--- src/sv/obrb_pkg.sv ---
// Shared types and constants for the overwriting byte ring buffer.
// No dependencies; imported by the controller, the datapath and the top level.
`timescale 1ns / 1ps

package obrb_pkg;

   localparam int FUNC_W  = 2;
   localparam int BYTE_W  = 8;
   localparam int LEVEL_W = 9;

   // Operation codes
   localparam logic [FUNC_W-1:0] FUNC_WRITE = 2'd0;
   localparam logic [FUNC_W-1:0] FUNC_READ  = 2'd1;
   localparam logic [FUNC_W-1:0] FUNC_FLUSH = 2'd2;

   // Capacity after reset, before saturation to the store depth
   localparam logic [LEVEL_W-1:0] CAP_RESET = 9'd256;

   // Commands from controller to datapath
   typedef struct packed {
      logic load;   // capture the request word and read the tail slot
      logic exec;   // perform the operation and register the result
   } obrb_cmd_type;

endpackage

--- src/sv/obrb_ctrl.sv ---
// Controller for the overwriting byte ring buffer: accept / execute sequencer.
// Depends on obrb_pkg for the command struct.
`timescale 1ns / 1ps

module obrb_ctrl
   import obrb_pkg::*;
(
   input  logic         clock,
   input  logic         reset,
   input  logic         start,
   output logic         busy,
   output obrb_cmd_type cmd
);

   localparam logic ST_IDLE = 1'b0;
   localparam logic ST_EXEC = 1'b1;

   logic state_ff;
   logic state_in;

   // Next state
   always_comb begin
      state_in = state_ff;
      case (state_ff)
         ST_IDLE: begin
            if (start) state_in = ST_EXEC;
         end
         ST_EXEC: begin
            state_in = ST_IDLE;
         end
         default: begin
            state_in = ST_IDLE;
         end
      endcase
   end

   always_ff @(posedge clock) begin
      if (reset) state_ff <= ST_IDLE;
      else       state_ff <= state_in;
   end

   // Commands and status
   assign busy     = (state_ff == ST_EXEC);
   assign cmd.load = (state_ff == ST_IDLE) && start;
   assign cmd.exec = (state_ff == ST_EXEC);

endmodule

--- src/sv/obrb_dp.sv ---
// Datapath for the overwriting byte ring buffer: byte store, pointers, count,
// capacity register and result registers. Depends on obrb_pkg.
`timescale 1ns / 1ps

module obrb_dp
   import obrb_pkg::*;
#(
   parameter int DEPTH = 256
) (
   input  logic               clock,
   input  logic               reset,
   input  obrb_cmd_type       cmd,
   input  logic [FUNC_W-1:0]  req_func,
   input  logic [BYTE_W-1:0]  req_data,
   input  logic               csr_wr,
   input  logic [LEVEL_W-1:0] csr_wdata,
   output logic               rsp_valid,
   output logic [BYTE_W-1:0]  rsp_read_byte,
   output logic               rsp_success,
   output logic [LEVEL_W-1:0] rsp_fill_level,
   output logic               rsp_is_empty,
   output logic               rsp_is_full
);

   localparam int PTR_W = (DEPTH > 1) ? $clog2(DEPTH) : 1;
   localparam logic [LEVEL_W-1:0] CAP_MAX = LEVEL_W'(DEPTH);

   // Advance a pointer with wrap at the effective capacity
   function automatic logic [PTR_W-1:0] advance(input logic [PTR_W-1:0] p,
                                                input logic [LEVEL_W-1:0] cap);
      logic [LEVEL_W:0] n;
      n = (LEVEL_W+1)'(p) + 1'b1;
      return (n >= {1'b0, cap}) ? '0 : PTR_W'(n);
   endfunction

   logic [BYTE_W-1:0]  mem [DEPTH];
   logic [BYTE_W-1:0]  rd_byte_ff;
   logic [FUNC_W-1:0]  func_ff;
   logic [BYTE_W-1:0]  data_ff;
   logic [PTR_W-1:0]   head_ff, head_in;
   logic [PTR_W-1:0]   tail_ff, tail_in;
   logic [LEVEL_W-1:0] count_ff, count_in;
   logic [LEVEL_W-1:0] cap_ff, cap_in;
   logic               mem_we;
   logic [BYTE_W-1:0]  byte_in;
   logic               ok_in;
   logic               valid_ff;
   logic [BYTE_W-1:0]  byte_ff;
   logic               ok_ff;
   logic               empty_ff;
   logic               full_ff;

   // Effective capacity: zero taken as one, saturated to the store depth
   always_comb begin
      if (csr_wdata == '0)         cap_in = LEVEL_W'(1);
      else if (csr_wdata > CAP_MAX) cap_in = CAP_MAX;
      else                          cap_in = csr_wdata;
   end

   // Request capture and tail read at accept
   always_ff @(posedge clock) begin
      if (cmd.load) begin
         func_ff    <= req_func;
         data_ff    <= req_data;
         rd_byte_ff <= mem[tail_ff];
      end
   end

   // Store write
   always_ff @(posedge clock) begin
      if (mem_we) mem[head_ff] <= data_ff;
   end

   // Operation
   always_comb begin
      head_in  = head_ff;
      tail_in  = tail_ff;
      count_in = count_ff;
      mem_we   = 1'b0;
      byte_in  = '0;
      ok_in    = 1'b1;
      case (func_ff)
         FUNC_WRITE: begin
            mem_we  = cmd.exec;
            head_in = advance(head_ff, cap_ff);
            if (count_ff < cap_ff) count_in = count_ff + 1'b1;
            else                   tail_in  = advance(tail_ff, cap_ff);
         end
         FUNC_READ: begin
            if (count_ff == '0) begin
               ok_in = 1'b0;
            end else begin
               byte_in  = rd_byte_ff;
               tail_in  = advance(tail_ff, cap_ff);
               count_in = count_ff - 1'b1;
            end
         end
         FUNC_FLUSH: begin
            head_in  = '0;
            tail_in  = '0;
            count_in = '0;
         end
         default: begin
         end
      endcase
   end

   // Control state
   always_ff @(posedge clock) begin
      if (reset) begin
         head_ff  <= '0;
         tail_ff  <= '0;
         count_ff <= '0;
         cap_ff   <= (CAP_RESET > CAP_MAX) ? CAP_MAX : CAP_RESET;
         valid_ff <= 1'b0;
      end else begin
         valid_ff <= cmd.exec;
         if (cmd.exec) begin
            head_ff  <= head_in;
            tail_ff  <= tail_in;
            count_ff <= count_in;
         end
         if (csr_wr) cap_ff <= cap_in;
      end
   end

   // Result word
   always_ff @(posedge clock) begin
      if (cmd.exec) begin
         byte_ff  <= byte_in;
         ok_ff    <= ok_in;
         empty_ff <= (count_in == '0);
         full_ff  <= (count_in == cap_ff);
      end
   end

   assign rsp_valid      = valid_ff;
   assign rsp_read_byte  = byte_ff;
   assign rsp_success    = ok_ff;
   assign rsp_fill_level = count_ff;
   assign rsp_is_empty   = empty_ff;
   assign rsp_is_full    = full_ff;

endmodule

--- src/sv/overwriting_byte_ring_buffer_core.sv ---
// Overwriting byte ring buffer: each accepted word passes an accept and an execute
// state; busy is high in the execute state, so no new word is taken until idle again.
// The result strobe is registered from the execute state and rises alongside the next
// accept window. Synchronous active-high reset clears pointers, count and strobe and
// sets capacity to 256 (saturated to the depth); the store is not cleared. The receiver
// cannot stall.
`timescale 1ns / 1ps

module overwriting_byte_ring_buffer_core
   import obrb_pkg::*;
#(
   parameter int MAX_DEPTH = 256
) (
   input  logic               clock,
   input  logic               reset,
   input  logic               start,
   output logic               busy,
   input  logic [FUNC_W-1:0]  req_func,
   input  logic [BYTE_W-1:0]  req_data,
   input  logic               csr_valid,
   output logic               csr_ready,
   input  logic [LEVEL_W-1:0] csr_wdata,
   output logic               rsp_valid,
   output logic [BYTE_W-1:0]  rsp_read_byte,
   output logic               rsp_success,
   output logic [LEVEL_W-1:0] rsp_fill_level,
   output logic               rsp_is_empty,
   output logic               rsp_is_full
);

   // Capacity never exceeds what the 9-bit register can name
   localparam int STORE_DEPTH = (MAX_DEPTH < 511) ? MAX_DEPTH : 511;

   obrb_cmd_type cmd;

   assign csr_ready = 1'b1;

   obrb_ctrl u_ctrl (
      .clock (clock),
      .reset (reset),
      .start (start),
      .busy  (busy),
      .cmd   (cmd)
   );

   obrb_dp #(
      .DEPTH (STORE_DEPTH)
   ) u_dp (
      .clock          (clock),
      .reset          (reset),
      .cmd            (cmd),
      .req_func       (req_func),
      .req_data       (req_data),
      .csr_wr         (csr_valid && csr_ready),
      .csr_wdata      (csr_wdata),
      .rsp_valid      (rsp_valid),
      .rsp_read_byte  (rsp_read_byte),
      .rsp_success    (rsp_success),
      .rsp_fill_level (rsp_fill_level),
      .rsp_is_empty   (rsp_is_empty),
      .rsp_is_full    (rsp_is_full)
   );

endmodule

--- config.mk ---
export PLATFORM = sky130hd
export DESIGN_NAME = overwriting_byte_ring_buffer_core
export DESIGN_NICKNAME = d
export VERILOG_FILES = /design/src/sv/obrb_pkg.sv /design/src/sv/obrb_ctrl.sv /design/src/sv/obrb_dp.sv /design/src/sv/overwriting_byte_ring_buffer_core.sv
export SDC_FILE = /design/constraint.sdc
export NUM_CORES = 2
export LEC_CHECK = 0
export BUFFER_PORTS_ARGS = -buffer_cell sky130_fd_sc_hd__buf_2
export CELL_PAD_IN_SITES_DETAIL_PLACEMENT = 0
export CELL_PAD_IN_SITES_GLOBAL_PLACEMENT = 1
export CORE_MARGIN = 5
export CORE_UTILIZATION = 61
export CTS_CLUSTER_SIZE = 12
export DETAILED_ROUTE_END_ITERATION = 8
export PLACE_DENSITY = 0.84
export SYNTH_ARGS = -nofsm -noshare
export SYNTH_HDL_FRONTEND = slang
export SYNTH_SLANG_ARGS = --single-unit
export TNS_END_PERCENT = 20
--- constraint.sdc ---
create_clock -name clock -period 10.46 [get_ports clock]
set_clock_uncertainty 0.15 [all_clocks]
set_input_delay 0.523 -clock clock [delete_from_list [all_inputs] [get_ports clock]]
set_output_delay 0.523 -clock clock [all_outputs]
set_load 0.01 [all_outputs]
==> out/results.ini <==
[pwr]
pwr-share-seq_pct=56.4
p_leak_uw=0.02712
swShare_pct=20.40
pwr-share-comb_pct=3.1
p_int_uw=13180
p_switching_uw=3376
clock_power_share_pct=40.5
p_per_area_mw_per_mm2=181.3
vdd_drop_max_mv=0.1544

[place]
place_hpwl_um=107800
placed_area_mm2=0.08513
port_buffers=44
globalplace.congestion=0.8302

[final_layout]
n_fill_cell=8165
postLayoutCellArea_mm2=0.09131
layout_common_cells=edfxtp_1 (2077), mux4_2 (624), nor2_1 (290)
syn_to_final_growth_pct=9.865
drive_above_1_share_pct=24.71
layout.nets=3966
layout_commonest_cell=edfxtp_1
seqCellArea_mm2=0.06311
multiInputGateArea_mm2=0.01889

[worst_setup_path]
cp_data_required_time_ps=10830
r2r_cells=8
r2r_setup_slack_ps=5210
reg2reg_to=u_dp.rd_byte_ff[4]
startpoint=u_dp.tail_ff[0]
path_class=reg -> reg
worst_setup_path_start_kind=register
critPathMaxFanout=46
r2r-start=u_dp.tail_ff[0]
worstSetupEndpointType=register
crit_arrival_ps=5620

[cts]
cts_tree=built
htreeDepth=4
cts_setup_buffers=0
cts_buffers=205
clockBufferDepth=3
clkSinkCount=2113
clk-insertion-delay-late_ps=840
cts-root-buf=clkbuf_16
clk_pin_slew_ps=60

[min_path]
hp-class=in -> reg
hold-path-cell-count=2
min_to=u_dp.cap_ff[2]
hp-start=reset

[floorplanning]
ios=46
fp-row-count=135
dieArea_mm2=0.1437
die_w_um=379.1
die_h_um=379.1
core_mm2=0.1355
initial_core_util_pct=61.35

[detailed_routing]
via_per_inst=6.972
met1Wirelength_um=73350
ant_nets=0
top_layer_used=met5
drt-total-wl_um=194900
drt-initial-drc-count=5668
route.met2.wl_um=94440
met3_length_um=21310
drc=0
dr.pass1.iters=6
avgRoutedWirePerCell_um=33.56
vias=40490

[synth]
ys_ff_latch=2113
synth_area_leaders=edfxtp_1 (75%), mux4_2 (17%), nor2_1 (1.3%), dfxtp_1 (0.87%), a22oi_1 (0.51%)
synth_flop_cell=edfxtp_1
synth_edf_count=2077
ys_types=72
synthCells=3804
synth_nets=3860
ys_async_sr_fraction_pct=0
netlist.area_leader.share_pct=75.05
yosysTopAreaCell=edfxtp_1
ys_seq_area_share_pct=75.91
syn_area_mm2=0.08311
yosys_warnings=0
syn_avg_cell_area_um2=21.85

[timing]
rsz0062_at_grt=false
worstMarginPinSlew_ps=1366
period_needed_ps=5250
finalHoldViolCount=0
setup_tns_ps=0
finalSetupViolCount=0
timing.hold.ws_ps=94.68
max_freq_ghz=0.1905
drv_slew=0
slew_headroom_pct=8.907
min_period_over_period_pct=50.19

[flow_run]
maxCapViolCount=0

[global_routing]
gr-total-overflow=0
antenna_found_initial=8
grt_max_degree=257
first_global_vias=40540
grt_pass1_wl_um=285600
grt_usage_pct=27.75

[status]
status=complete, no violations

-- per-layer routing --
| metal | global-route usage [%] | vias to the layer above |
|---|---|---|
| li1 | - | 16160 |
| met1 | 40.10 | 21300 |
| met2 | 43.26 | 2673 |
| met3 | 6.792 | 354 |
| met4 | 8.266 | 4 |
| met5 | 0 | - |
-- worst max-delay path, cell delays in order, from the launching register on --
cell     delay, ps
dfxtp_4        960
buf_4          640
buf_4          830
mux4_2         620
mux4_2         480
a22oi_1        450
nand2_1        180
a21oi_1        400
o21ai_1        100
-- cells in the mapped netlist (15+ instances only) --
library cell	instances
a211oi_1	15
a21oi_1	46
a22oi_1	56
and3_1	16
buf_1	38
buf_2	61
clkbuf_1	109
dfxtp_1	36
edfxtp_1	2077
ha_1	33
inv_1	19
mux2i_1	41
mux4_2	624
nand2_1	68
nand3_1	24
nor2_1	291
nor3_1	16
o21ai_0	20
xnor2_1	15
-- layout make-up --
| type | instances | share of cell area, % |
|---|---|---|
| diodes | 3 | 0.008222 |
| clock buffers | 271 | 5.991 |
| clock inverters | 49 | 0.4632 |
| inverters | 19 | 0.07811 |
| multi-input cells | 1438 | 20.69 |
| flip-flops and latches | 2113 | 69.11 |
| well taps | 1781 | 2.440 |
| repair buffers | 133 | 1.214 |
-- stage by stage --
| stage | setup slack [ps] | std cells | power, uW | utilization, % |
|---|---|---|---|---|
| final | 5210 | 5807 | 16550 | 67.40 |
| after CTS | 5067 | 5804 | 16620 | 67.40 |
| after detailed placement | 5170 | 5456 | 10020 | 62.84 |
| after global placement | 5137 | 5456 | 10010 | 62.84 |
| after global routing | 4790 | 5804 | 17040 | 67.40 |
| after floorplan | 6264 | 3804 | 9882 | - |
-- repair_timing --
item                      4_1_cts  5_1_grt
hold buffers                   28        0
hold endpoints to repair       19        0
gates resized for setup         0        0
-- cells by family after synthesis --
kind of cell               Yosys count  synth area share [%]
muxes                              666                 17.42
and+or+nand+nor                    494                 2.692
other                                1              0.004512
xor gates and xnor gates            21                0.2379
buffers and inverters              253                 1.411
DFF                               2113                 75.91
adders and majority gates           33                0.4968
AOI/OAI and AO/OA                  223                 1.829
-- worst max-delay path by stage --
stage / to / slack [ps]
after global routing: u_dp.rd_byte_ff[4] / 4790
after detailed placement: u_dp.rd_byte_ff[4] / 5170
after CTS: u_dp.rd_byte_ff[4] / 5070
after floorplan: u_dp.mem[0][0] / 6260
final: u_dp.rd_byte_ff[4] / 5210
after global placement: u_dp.rd_byte_ff[4] / 5140
-- flip-flops by register name (all words and copies together), names as in the netlist --
name,count
u_dp.mem,2048
u_dp.cap_ff,9
u_dp.rsp_fill_level,9
u_dp.data_ff,8
u_dp.head_ff,8
u_dp.rd_byte_ff,8
u_dp.rsp_read_byte,8
u_dp.tail_ff,8
u_dp.func_ff,2
u_ctrl.busy,1
u_dp.rsp_is_empty,1
u_dp.rsp_is_full,1
u_dp.rsp_success,1
u_dp.rsp_valid,1
-- power groups by stage --
stage / sequential (uW) / clock, uW / combinational [uW]
4_1_cts: 9340 / 6760 / 522
3_5_place_dp: 9510 / 0 / 510
2_1_floorplan: 9590 / 0 / 288
3_3_place_gp: 9510 / 0 / 496
5_1_grt: 9330 / 7150 / 556
6_report: 9340 / 6700 / 519
(Power assumes the default switching activity.)
